==> config.mk <==
export PLATFORM = sky130hd
export DESIGN_NAME = alarm_hysteresis_debounce_latch_unit
export DESIGN_NICKNAME = d
export VERILOG_FILES = /design/src/sv/ahdl_pkg.sv /design/src/sv/alarm_hysteresis_debounce_latch_unit.sv /design/src/sv/ahdl_front.sv /design/src/sv/ahdl_queue.sv /design/src/sv/ahdl_back.sv
export VERILOG_INCLUDE_DIRS = /design/src /design/src/sv
export SDC_FILE = /design/constraint.sdc
export NUM_CORES = 1
export LEC_CHECK = 0
export BUFFER_PORTS_ARGS = -buffer_cell sky130_fd_sc_hd__buf_2
export CAP_MARGIN = 15
export CORE_MARGIN = 2
export CORE_UTILIZATION = 62
export CTS_CLUSTER_SIZE = 12
export DETAILED_ROUTE_END_ITERATION = 7
export GPL_TIMING_DRIVEN = 0
export PLACE_DENSITY = 0.82
export SETUP_SLACK_MARGIN = 0.15
export SYNTH_ARGS = -nofsm -noshare
export SYNTH_HDL_FRONTEND = slang
export SYNTH_HIERARCHICAL = 1
export SYNTH_SLANG_ARGS = --single-unit
export TNS_END_PERCENT = 1
==> constraint.sdc <==
create_clock -name clock -period 7.8 [get_ports clock]
set_clock_uncertainty 0.15 [all_clocks]
set_input_delay 1.56 -clock clock [delete_from_list [all_inputs] [get_ports clock]]
set_output_delay 1.56 -clock clock [all_outputs]
set_load 0.05 [all_outputs]
==> src/sv/assert_macros.svh <==
// Assertion macros shared by the alarm qualifier modules.
// Depends on nothing; included by the modules that carry assertions.
`ifndef ASSERT_MACROS_SVH
`define ASSERT_MACROS_SVH

// Same-cycle implication, checked on every rising clock edge outside reset.
`define AHDL_ASSERT_NOW(name, clk, rst, ante, cons) \
   name: assert property (@(posedge clk) disable iff (rst) (ante) |-> (cons)) \
      else $error("assertion failed");

// Next-cycle implication, checked on every rising clock edge outside reset.
`define AHDL_ASSERT_NEXT(name, clk, rst, ante, cons) \
   name: assert property (@(posedge clk) disable iff (rst) (ante) |=> (cons)) \
      else $error("assertion failed");

`endif

==> src/sv/ahdl_pkg.sv <==
// Shared types, codes and helpers of the alarm qualifier.
// Depends on nothing; imported by every module of the block.
package ahdl_pkg;

   localparam int VALUE_WIDTH = 32;
   localparam int TIME_WIDTH  = 48;
   localparam int SPAN_WIDTH  = 32;
   localparam int BAND_WIDTH  = 31;
   // Wide enough for a - (b +/- band) without overflow.
   localparam int CMP_WIDTH   = ((VALUE_WIDTH > BAND_WIDTH + 1) ? VALUE_WIDTH : BAND_WIDTH + 1)
                                + 2;

   typedef logic signed [VALUE_WIDTH-1:0] value_type;
   typedef logic [TIME_WIDTH-1:0]         time_type;
   typedef logic [SPAN_WIDTH-1:0]         span_type;
   typedef logic signed [CMP_WIDTH-1:0]   cmp_type;

   localparam value_type Q_ONE = value_type'(64'h10000);

   typedef enum logic [1:0] {
      REQ_SAMPLE = 2'd0,
      REQ_ACK    = 2'd1,
      REQ_CLEAR  = 2'd2,
      REQ_NONE   = 2'd3
   } req_kind_type;

   typedef enum logic [1:0] {
      QUAL_VALID   = 2'd0,
      QUAL_UNAVAIL = 2'd1,
      QUAL_INVALID = 2'd2
   } quality_type;

   localparam logic [2:0] MODE_NONZERO = 3'd0;
   localparam logic [2:0] MODE_GT      = 3'd1;
   localparam logic [2:0] MODE_GE      = 3'd2;
   localparam logic [2:0] MODE_LT      = 3'd3;
   localparam logic [2:0] MODE_LE      = 3'd4;

   localparam logic [1:0] POL_UNAVAIL = 2'd0;
   localparam logic [1:0] POL_HOLD    = 2'd1;
   localparam logic [1:0] POL_WARN    = 2'd2;

   localparam logic [2:0] REG_COMPARE_MODE   = 3'd0;
   localparam logic [2:0] REG_BAND           = 3'd1;
   localparam logic [2:0] REG_DEBOUNCE_TICKS = 3'd2;
   localparam logic [2:0] REG_MISSING_POLICY = 3'd3;
   localparam logic [2:0] REG_MAX_HOLD_TICKS = 3'd4;

   typedef struct packed {
      logic [2:0]            compare_mode;
      logic [BAND_WIDTH-1:0] band;
      span_type              debounce_ticks;
      logic [1:0]            missing_policy;
      span_type              max_hold_ticks;
   } cfg_type;

   // One classified beat on its way from the front to the back.
   typedef struct packed {
      req_kind_type kind;
      logic         missing;
      logic         age_flag;
      logic         invalid;
      logic         desired_lo;   // decision when the last decision was off
      logic         desired_hi;   // decision when the last decision was on
      value_type    rule_value;
      time_type     now_ticks;
   } item_type;

   // True when now >= start + span; a time before start has not elapsed.
   function automatic logic elapsed(time_type now, time_type start, span_type span);
      time_type diff;
      diff = now - start;
      return (now >= start) && (diff >= TIME_WIDTH'(span));
   endfunction

endpackage

==> src/sv/alarm_hysteresis_debounce_latch_unit.sv <==
// Top level of the alarm qualifier: configuration registers, front end, queue, back end.
// Depends on ahdl_pkg, ahdl_front, ahdl_queue and ahdl_back.
//
//  channel   direction  handshake                         moves
//  req_      in         req_valid / req_ready             one sample, acknowledge or reset beat
//  rsp_      out        rsp_valid / rsp_ready             one result beat per request beat
//  p*        in/out     psel, penable, pwrite / pready    register write or read, 32-bit data
//
// A beat is taken every cycle in steady state while rsp_ready is high; a result passes
// through the queue and then through the back end's output register.
// The back end updates the alarm state as it pops each beat, which sets the rate at one beat
// per cycle. Reset is synchronous and returns every register but the output data and the
// queue slots to its reset value at once, with max_hold_ticks at one. When rsp_ready is low
// the output register holds and the two-entry queue absorbs what the front end has already
// taken; req_ready drops once it is full and returns in the cycle after the result is taken.
module alarm_hysteresis_debounce_latch_unit (
   input  logic                clock,
   input  logic                reset,

   input  logic                req_valid,
   output logic                req_ready,
   input  logic [1:0]          req_type,
   input  logic                req_inputs_missing,
   input  logic                req_age_unknown_in,
   input  logic                req_value_invalid,
   input  ahdl_pkg::value_type req_rule_value,
   input  ahdl_pkg::value_type req_left_operand,
   input  ahdl_pkg::value_type req_right_operand,
   input  ahdl_pkg::time_type  req_now_ticks,

   output logic                rsp_valid,
   input  logic                rsp_ready,
   output logic [1:0]          rsp_quality,
   output logic                rsp_current_on,
   output logic                rsp_latched_on,
   output logic                rsp_age_unknown_out,
   output ahdl_pkg::value_type rsp_result_value,

   input  logic                psel,
   input  logic                penable,
   input  logic                pwrite,
   input  logic [4:0]          paddr,
   input  logic [31:0]         pwdata,
   output logic [31:0]         prdata,
   output logic                pready
);
   import ahdl_pkg::*;

   // The register file. Writes are only expected while the block is idle, so both ends
   // may read it directly without any shadowing.
   cfg_type    cfg_ff;
   cfg_type    cfg_in;
   logic       csr_write;
   logic [2:0] csr_index;

   item_type   front_item;
   item_type   head_item;
   logic       queue_not_full;
   logic       queue_not_empty;
   logic       queue_pop;
   logic       req_take;

   assign pready    = 1'b1;
   assign csr_index = paddr[4:2];
   assign csr_write = psel && penable && pwrite;

   always_comb begin
      cfg_in = cfg_ff;
      if (csr_write) begin
         unique case (csr_index)
            REG_COMPARE_MODE:   cfg_in.compare_mode   = pwdata[2:0];
            REG_BAND:           cfg_in.band           = pwdata[BAND_WIDTH-1:0];
            REG_DEBOUNCE_TICKS: cfg_in.debounce_ticks = pwdata[SPAN_WIDTH-1:0];
            REG_MISSING_POLICY: cfg_in.missing_policy = pwdata[1:0];
            REG_MAX_HOLD_TICKS: cfg_in.max_hold_ticks = pwdata[SPAN_WIDTH-1:0];
            default: begin
            end
         endcase
      end
   end

   always_comb begin
      unique case (csr_index)
         REG_COMPARE_MODE:   prdata = 32'(cfg_ff.compare_mode);
         REG_BAND:           prdata = 32'(cfg_ff.band);
         REG_DEBOUNCE_TICKS: prdata = 32'(cfg_ff.debounce_ticks);
         REG_MISSING_POLICY: prdata = 32'(cfg_ff.missing_policy);
         REG_MAX_HOLD_TICKS: prdata = 32'(cfg_ff.max_hold_ticks);
         default:            prdata = '0;
      endcase
   end

   always_ff @(posedge clock) begin
      if (reset) begin
         cfg_ff.compare_mode   <= MODE_NONZERO;
         cfg_ff.band           <= '0;
         cfg_ff.debounce_ticks <= '0;
         cfg_ff.missing_policy <= POL_UNAVAIL;
         cfg_ff.max_hold_ticks <= span_type'(1);
      end else begin
         cfg_ff <= cfg_in;
      end
   end

   // The front end only classifies; a request beat goes into the queue as it is taken.
   assign req_ready = queue_not_full;
   assign req_take  = req_valid && queue_not_full;

   ahdl_front u_front (
      .cfg                (cfg_ff),
      .req_type           (req_type),
      .req_inputs_missing (req_inputs_missing),
      .req_age_unknown_in (req_age_unknown_in),
      .req_value_invalid  (req_value_invalid),
      .req_rule_value     (req_rule_value),
      .req_left_operand   (req_left_operand),
      .req_right_operand  (req_right_operand),
      .req_now_ticks      (req_now_ticks),
      .item               (front_item)
   );

   ahdl_queue u_queue (
      .clock     (clock),
      .reset     (reset),
      .push      (req_take),
      .push_item (front_item),
      .not_full  (queue_not_full),
      .pop       (queue_pop),
      .not_empty (queue_not_empty),
      .head_item (head_item)
   );

   // The back end owns all alarm state and the output register.
   ahdl_back u_back (
      .clock               (clock),
      .reset               (reset),
      .cfg                 (cfg_ff),
      .item_valid          (queue_not_empty),
      .item                (head_item),
      .item_pop            (queue_pop),
      .rsp_valid           (rsp_valid),
      .rsp_ready           (rsp_ready),
      .rsp_quality         (rsp_quality),
      .rsp_current_on      (rsp_current_on),
      .rsp_latched_on      (rsp_latched_on),
      .rsp_age_unknown_out (rsp_age_unknown_out),
      .rsp_result_value    (rsp_result_value)
   );

endmodule

==> src/sv/ahdl_front.sv <==
// Front end: classifies a request beat and works out both hysteresis decisions.
// Depends on ahdl_pkg.
module ahdl_front (
   input  ahdl_pkg::cfg_type   cfg,
   input  logic [1:0]          req_type,
   input  logic                req_inputs_missing,
   input  logic                req_age_unknown_in,
   input  logic                req_value_invalid,
   input  ahdl_pkg::value_type req_rule_value,
   input  ahdl_pkg::value_type req_left_operand,
   input  ahdl_pkg::value_type req_right_operand,
   input  ahdl_pkg::time_type  req_now_ticks,
   output ahdl_pkg::item_type  item
);
   import ahdl_pkg::*;

   cmp_type left_x;
   cmp_type right_x;
   cmp_type band_x;
   cmp_type diff_base;
   cmp_type diff_up;     // a - (b + band)
   cmp_type diff_down;   // a - (b - band)
   logic    use_band;
   logic    greater;
   logic    nonzero;

   function automatic logic decide(logic [2:0] mode, cmp_type d);
      logic neg;
      logic zero;
      neg  = d[CMP_WIDTH-1];
      zero = (d == '0);
      unique case (mode)
         MODE_GT: return !neg && !zero;
         MODE_GE: return !neg;
         MODE_LT: return neg;
         default: return neg || zero;
      endcase
   endfunction

   always_comb begin
      left_x    = CMP_WIDTH'(req_left_operand);
      right_x   = CMP_WIDTH'(req_right_operand);
      band_x    = CMP_WIDTH'(cfg.band);
      diff_base = left_x - right_x;
      diff_up   = diff_base - band_x;
      diff_down = diff_base + band_x;
      nonzero   = (req_rule_value != '0);
      greater   = (cfg.compare_mode == MODE_GT) || (cfg.compare_mode == MODE_GE);
      use_band  = (cfg.band != '0) && (cfg.compare_mode >= MODE_GT)
                  && (cfg.compare_mode <= MODE_LE);

      item.kind        = req_kind_type'(req_type);
      item.missing     = req_inputs_missing;
      item.age_flag    = req_age_unknown_in;
      item.invalid     = req_value_invalid;
      item.rule_value  = req_rule_value;
      item.now_ticks   = req_now_ticks;
      if (use_band) begin
         // The band pushes the threshold away from the side last decided.
         item.desired_lo = decide(cfg.compare_mode, greater ? diff_up : diff_down);
         item.desired_hi = decide(cfg.compare_mode, greater ? diff_down : diff_up);
      end else begin
         item.desired_lo = nonzero;
         item.desired_hi = nonzero;
      end
   end

endmodule

==> src/sv/ahdl_queue.sv <==
// Two-entry queue of classified beats between the front and the back end.
// Depends on ahdl_pkg and assert_macros.svh.
module ahdl_queue (
   input  logic               clock,
   input  logic               reset,
   input  logic               push,
   input  ahdl_pkg::item_type push_item,
   output logic               not_full,
   input  logic               pop,
   output logic               not_empty,
   output ahdl_pkg::item_type head_item
);
   import ahdl_pkg::*;
   `include "assert_macros.svh"

   item_type   slot_ff [2];
   logic       wr_ptr_ff;
   logic       wr_ptr_in;
   logic       rd_ptr_ff;
   logic       rd_ptr_in;
   logic [1:0] count_ff;
   logic [1:0] count_in;

   always_comb begin
      not_full  = (count_ff != 2'd2);
      not_empty = (count_ff != 2'd0);
      head_item = slot_ff[rd_ptr_ff];
      wr_ptr_in = wr_ptr_ff ^ push;
      rd_ptr_in = rd_ptr_ff ^ pop;
      count_in  = count_ff + {1'b0, push} - {1'b0, pop};
   end

   always_ff @(posedge clock) begin
      if (reset) begin
         wr_ptr_ff <= 1'b0;
         rd_ptr_ff <= 1'b0;
         count_ff  <= 2'd0;
      end else begin
         wr_ptr_ff <= wr_ptr_in;
         rd_ptr_ff <= rd_ptr_in;
         count_ff  <= count_in;
      end
   end

   always_ff @(posedge clock) begin
      if (push) begin
         slot_ff[wr_ptr_ff] <= push_item;
      end
   end

   `AHDL_ASSERT_NOW(a_no_pop_when_empty, clock, reset, pop, count_ff != 2'd0)
   `AHDL_ASSERT_NOW(a_no_push_when_full, clock, reset, push && !pop, count_ff != 2'd2)

endmodule

==> src/sv/ahdl_back.sv <==
// Back end: applies debounce, latch, hold and missing-input policy, registers the result.
// Depends on ahdl_pkg and assert_macros.svh.
module ahdl_back (
   input  logic                clock,
   input  logic                reset,
   input  ahdl_pkg::cfg_type   cfg,
   input  logic                item_valid,
   input  ahdl_pkg::item_type  item,
   output logic                item_pop,
   output logic                rsp_valid,
   input  logic                rsp_ready,
   output logic [1:0]          rsp_quality,
   output logic                rsp_current_on,
   output logic                rsp_latched_on,
   output logic                rsp_age_unknown_out,
   output ahdl_pkg::value_type rsp_result_value
);
   import ahdl_pkg::*;
   `include "assert_macros.svh"

   logic        cur_on_ff,     cur_on_in;
   logic        latch_on_ff,   latch_on_in;
   quality_type quality_ff,    quality_in;
   logic        age_ff,        age_in;
   value_type   value_ff,      value_in;
   logic        hyst_side_ff,  hyst_side_in;
   logic        pend_active_ff, pend_active_in;
   logic        pend_target_ff, pend_target_in;
   time_type    pend_start_ff, pend_start_in;
   logic        hold_active_ff, hold_active_in;
   time_type    hold_start_ff, hold_start_in;

   logic        out_valid_ff,  out_valid_in;
   quality_type out_quality_ff, out_quality_in;
   logic        out_cur_ff,    out_cur_in;
   logic        out_latch_ff,  out_latch_in;
   logic        out_age_ff,    out_age_in;
   value_type   out_value_ff,  out_value_in;

   logic        advance;
   logic        desired;
   logic        new_pend;
   logic        hold_done;
   logic        pend_done;
   time_type    hold_ref;
   time_type    pend_ref;

   always_comb begin
      advance  = item_valid && (!out_valid_ff || rsp_ready);
      item_pop = advance;

      cur_on_in      = cur_on_ff;
      latch_on_in    = latch_on_ff;
      quality_in     = quality_ff;
      age_in         = age_ff;
      value_in       = value_ff;
      hyst_side_in   = hyst_side_ff;
      pend_active_in = pend_active_ff;
      pend_target_in = pend_target_ff;
      pend_start_in  = pend_start_ff;
      hold_active_in = hold_active_ff;
      hold_start_in  = hold_start_ff;

      desired   = hyst_side_ff ? item.desired_hi : item.desired_lo;
      new_pend  = !pend_active_ff || (pend_target_ff != desired);
      hold_ref  = hold_active_ff ? hold_start_ff : item.now_ticks;
      pend_ref  = new_pend ? item.now_ticks : pend_start_ff;
      hold_done = elapsed(item.now_ticks, hold_ref, cfg.max_hold_ticks);
      pend_done = elapsed(item.now_ticks, pend_ref, cfg.debounce_ticks);

      unique case (item.kind)
         REQ_SAMPLE: begin
            if (item.missing) begin
               pend_active_in = 1'b0;
               if (cfg.missing_policy == POL_HOLD && !hold_active_ff) begin
                  hold_active_in = 1'b1;
                  hold_start_in  = item.now_ticks;
               end
               // While a hold runs the stored result stands unchanged.
               if (cfg.missing_policy != POL_HOLD || hold_done) begin
                  age_in = item.age_flag;
                  if (cfg.missing_policy == POL_WARN) begin
                     quality_in  = QUAL_VALID;
                     cur_on_in   = 1'b1;
                     latch_on_in = 1'b1;
                     value_in    = Q_ONE;
                  end else begin
                     quality_in = QUAL_UNAVAIL;
                     value_in   = '0;
                     cur_on_in  = 1'b0;
                  end
               end
            end else begin
               hold_active_in = 1'b0;
               age_in         = item.age_flag;
               if (item.invalid) begin
                  quality_in     = QUAL_INVALID;
                  value_in       = '0;
                  cur_on_in      = 1'b0;
                  pend_active_in = 1'b0;
               end else begin
                  hyst_side_in = desired;
                  if (desired == cur_on_ff) begin
                     pend_active_in = 1'b0;
                  end else begin
                     if (new_pend) begin
                        pend_active_in = 1'b1;
                        pend_target_in = desired;
                        pend_start_in  = item.now_ticks;
                     end
                     if (pend_done) begin
                        cur_on_in      = desired;
                        pend_active_in = 1'b0;
                     end
                  end
                  quality_in  = QUAL_VALID;
                  value_in    = item.rule_value;
                  latch_on_in = latch_on_ff || cur_on_in;
               end
            end
         end
         REQ_ACK: begin
            latch_on_in = 1'b0;
         end
         REQ_CLEAR: begin
            cur_on_in      = 1'b0;
            latch_on_in    = 1'b0;
            quality_in     = QUAL_VALID;
            age_in         = 1'b0;
            value_in       = '0;
            hyst_side_in   = 1'b0;
            pend_active_in = 1'b0;
            pend_target_in = 1'b0;
            pend_start_in  = '0;
            hold_active_in = 1'b0;
            hold_start_in  = '0;
         end
         default: begin
         end
      endcase

      out_valid_in   = advance || (out_valid_ff && !rsp_ready);
      out_quality_in = quality_in;
      out_cur_in     = cur_on_in;
      out_latch_in   = latch_on_in;
      out_age_in     = age_in;
      out_value_in   = (quality_in == QUAL_VALID) ? value_in : '0;
   end

   always_ff @(posedge clock) begin
      if (reset) begin
         cur_on_ff      <= 1'b0;
         latch_on_ff    <= 1'b0;
         quality_ff     <= QUAL_VALID;
         age_ff         <= 1'b0;
         value_ff       <= '0;
         hyst_side_ff   <= 1'b0;
         pend_active_ff <= 1'b0;
         pend_target_ff <= 1'b0;
         pend_start_ff  <= '0;
         hold_active_ff <= 1'b0;
         hold_start_ff  <= '0;
         out_valid_ff   <= 1'b0;
      end else begin
         out_valid_ff <= out_valid_in;
         if (advance) begin
            cur_on_ff      <= cur_on_in;
            latch_on_ff    <= latch_on_in;
            quality_ff     <= quality_in;
            age_ff         <= age_in;
            value_ff       <= value_in;
            hyst_side_ff   <= hyst_side_in;
            pend_active_ff <= pend_active_in;
            pend_target_ff <= pend_target_in;
            pend_start_ff  <= pend_start_in;
            hold_active_ff <= hold_active_in;
            hold_start_ff  <= hold_start_in;
         end
      end
   end

   always_ff @(posedge clock) begin
      if (advance) begin
         out_quality_ff <= out_quality_in;
         out_cur_ff     <= out_cur_in;
         out_latch_ff   <= out_latch_in;
         out_age_ff     <= out_age_in;
         out_value_ff   <= out_value_in;
      end
   end

   assign rsp_valid           = out_valid_ff;
   assign rsp_quality         = out_quality_ff;
   assign rsp_current_on      = out_cur_ff;
   assign rsp_latched_on      = out_latch_ff;
   assign rsp_age_unknown_out = out_age_ff;
   assign rsp_result_value    = out_value_ff;

   `AHDL_ASSERT_NOW(a_pend_differs, clock, reset, pend_active_ff, pend_target_ff != cur_on_ff)
   `AHDL_ASSERT_NOW(a_off_unless_valid, clock, reset, quality_ff != QUAL_VALID, !cur_on_ff)
   `AHDL_ASSERT_NEXT(a_state_frozen, clock, reset, !advance, $stable(cur_on_ff) && $stable(latch_on_ff))

endmodule

==> out/summary.txt <==
Worst Setup End Kind: flop
status: finished clean
initial antenna violation count: 1
Hold Crit Class: reg2reg
Int Pwr: 7280 µW
Worst-Skew Late Latency: 0.63 ns
Max stage delay cell, worst path: mux2_2
Synth cell types: 106
Max Fanout on Critical Path: 10
FP Rows: 85
CTS Sinks: 453
DR vias: 32.0k
Die H: 238 µm
max-slew violation count: 0
DRT iter0 DRCs: 3018
H-Tree Depth: 2
die area: 0.0565 mm²
vias in the first global route: 30.3k
fin crit period: 7.57 ns
Routed Antenna Nets: 0
Comb power frac: 0.624
top post-synthesis cells by area: edfxtp_1 (19%), dfxtp_1 (14%), ha_1 (9.5%), a21oi_1 (5.7%), mux2i_1 (5.2%)
number of synthesized flops with an enable pin: 211
first-pass GRT wire length: 166000 µm
sequential-to-total area share from yosys stat: 0.330
Avg WL per Cell: 22.4 µm
Sw Pwr: 6700 µW
Final Non-Filler Cells: 4946
DR vias/cell: 6.46
total grt overflow: 0
floorplan core area: 0.0539 mm²
CP Class: reg2reg
Max VDD drop: 0.252 mV
Max-slew headroom: 0.187
Post-synth top flop: dfxtp_1
Synth top area share: 0.187
post-DP HPWL: 85900 µm
CP startpoint kind: flop
CTS tree: built
asr flop ratio synth: 0
sequential cell fraction of total power: 0.209
Max-cap violations: 0
io pins: 265
final WL: 111000 µm
Finished Core Util: 0.708
area grow syn2layout: 12.7%
flop and latch count out of synthesis: 453
Starting Density: 0.628
setup violators final: 0
highest cell delay on the worst timing path: 0.39 ns
Cell Count Post-Placement: 4828
CP arrival: 7.78 ns
Final GP Congestion: 0.989
syn avg cell area: 8.64 µm²
Pwr Density: 366 mW/mm²
CTS Buf Count: 49
total global-route track usage: 0.376
hold_ws: 0.301 ns
largest net degree at the start of global routing: 61
# nets final: 4664
Final Hold Viols: 0
CTS clk-pin slew, worst paths: 0.06 ns
worst-case clock buffer depth: 3
Leak: 0.0152 µW
synthesized cell area: 0.0339 mm²
yosys warns: 6
FMAX: 0.132 GHz
commonest non-fill, non-tap cells in the layout: a21oi_1 (377), nor2_1 (344), nand2_1 (265)
DRC: 0
CTS Root Cell: clkbuf_16
commonest non-fill, non-tap cell in the layout: a21oi_1
actual slew at the worst max-slew pin: 1.21 ns
unrepaired setup endpoints after global routing: true
Port Buffers: 208
cell count after synthesis: 3921
layout cells sized above 1: 0.157
Net Sw Frac: 0.479
Setup TNS: 0 ns
Clk pwr share: 0.167
Tcrit/Tclk final: 0.970
data required time of the worst path: 8.02 ns
Pre-Repair DR Iteration Count: 6
die width: 238 µm
biggest area consumer among synthesized cells: edfxtp_1
Overall Power: 14000 µW
Syn Nets: 4377
-- synth_stat cells, drive strengths merged, types with 21 or more instances --
master and instances:
dfxtp 242, nand2b 129, nor2b 27, xnor2 78, o21ai 227, and3 21
inv 207, edfxtp 211, buf 141, a21oi 388, nor4 51, nand4 69
or3 21, o31ai 30, mux2i 177, o21bai 23, o21a 38, ha 258
a21o 68, nand3 131, a31oi 23, clkbuf 145, nor3 65, mux2 91
o211ai 31, xor2 45, a22oi 96, nor2 346, nand2 267, a211oi 30
-- power groups by stage --
| stage | registers, µW | clock network [µW] | logic (µW) |
|---|---|---|---|
| after detailed placement | 2970 | 0 | 8170 |
| final | 2920 | 2330 | 8720 |
| after CTS | 2920 | 2340 | 8330 |
| after global placement | 2980 | 0 | 8060 |
| after floorplan | 3240 | 0 | 5760 |
| after global routing | 2940 | 2430 | 9480 |
-- repair_timing --
action                     in CTS  in global routing
setup buffers                   5                 20
hold endpoints to repair        0                  0
resized for setup              43                 79
hold buffers                    0                  0
pin swaps                       5                 22
setup endpoints to repair      79                 73
-- cell families after synthesis --
group                    Yosys count  synth area share
buffers and inverters            494            0.0683
XOR/XNOR                         124            0.0325
AO/OA/AOI/OAI                   1116             0.211
flip-flops                       453             0.330
AND/OR/NAND/NOR                 1201             0.174
other                              1          0.000111
multiplexers                     269            0.0854
adder cells (fa/ha/maj)          263            0.0983
-- final cells by class --
cell class,count,area [µm²]
Timing Repair Buffer,236,1320
Inverter,208,783
Sequential cell,453,11200
Multi-Input combinational cell,2974,20800
Buffer,286,1600
Clock buffer,77,1450
Antenna cell,2,5.00
Fill cell,4259,15800
Tap cell,696,871
Clock inverter,14,176
-- worst paths after layout --
check | cells after the start | start | slack (ns) | to
setup reg to reg | 30 | u_queue/rd_ptr_ff | 0.23 | u_back/rsp_current_on
hold reg to reg | 2 | u_back/hold_start_ff[25] | 0.30 | u_back/hold_start_ff[25]
hold / removal | 2 | u_back/hold_start_ff[25] | 0.30 | u_back/hold_start_ff[25]
setup / recovery | 30 | u_queue/rd_ptr_ff | 0.23 | u_back/rsp_current_on
-- worst max-delay path, delay by kind of cell (launching register included) --
family / cells / cell delay, ns
buf+inv: 4 / 0.63
mux: 4 / 1.06
simple gates: 9 / 1.52
flops: 1 / 0.35
fa+ha+maj: 2 / 0.67
xor+xnor: 2 / 0.39
compound gates: 9 / 2.51
-- through the flow --
stage               setup WS [ns]  area, µm²
floorplan                   0.845      33900
global placement            -1.78      35800
detailed placement          -1.70      35900
CTS                         0.125      37700
global route               0.0980      38200
finish                      0.232      38200
-- layer usage --
layer	GRT usage	share of wire	up-vias
li1	-	-	14900
met1	0.472	0.40	15200
met2	0.628	0.47	1589
met3	0.0606	0.080	309
met4	0.186	0.052	0
met5	0	0	-
-- sequential cells by signal (all words and copies together) (netlist names), 2 cells and up --
| signal | flops |
|---|---|
| u_queue/count_ff | 2 |
| u_back/rsp_quality | 2 |
| u_back/hold_start_ff | 48 |
| cfg_ff | 100 |
| u_back/quality_ff | 2 |
| u_back/value_ff | 32 |
| u_queue/slot_ff | 174 |
| u_back/pend_start_ff | 48 |
| u_back/rsp_result_value | 32 |
(Power assumes the default switching activity.)
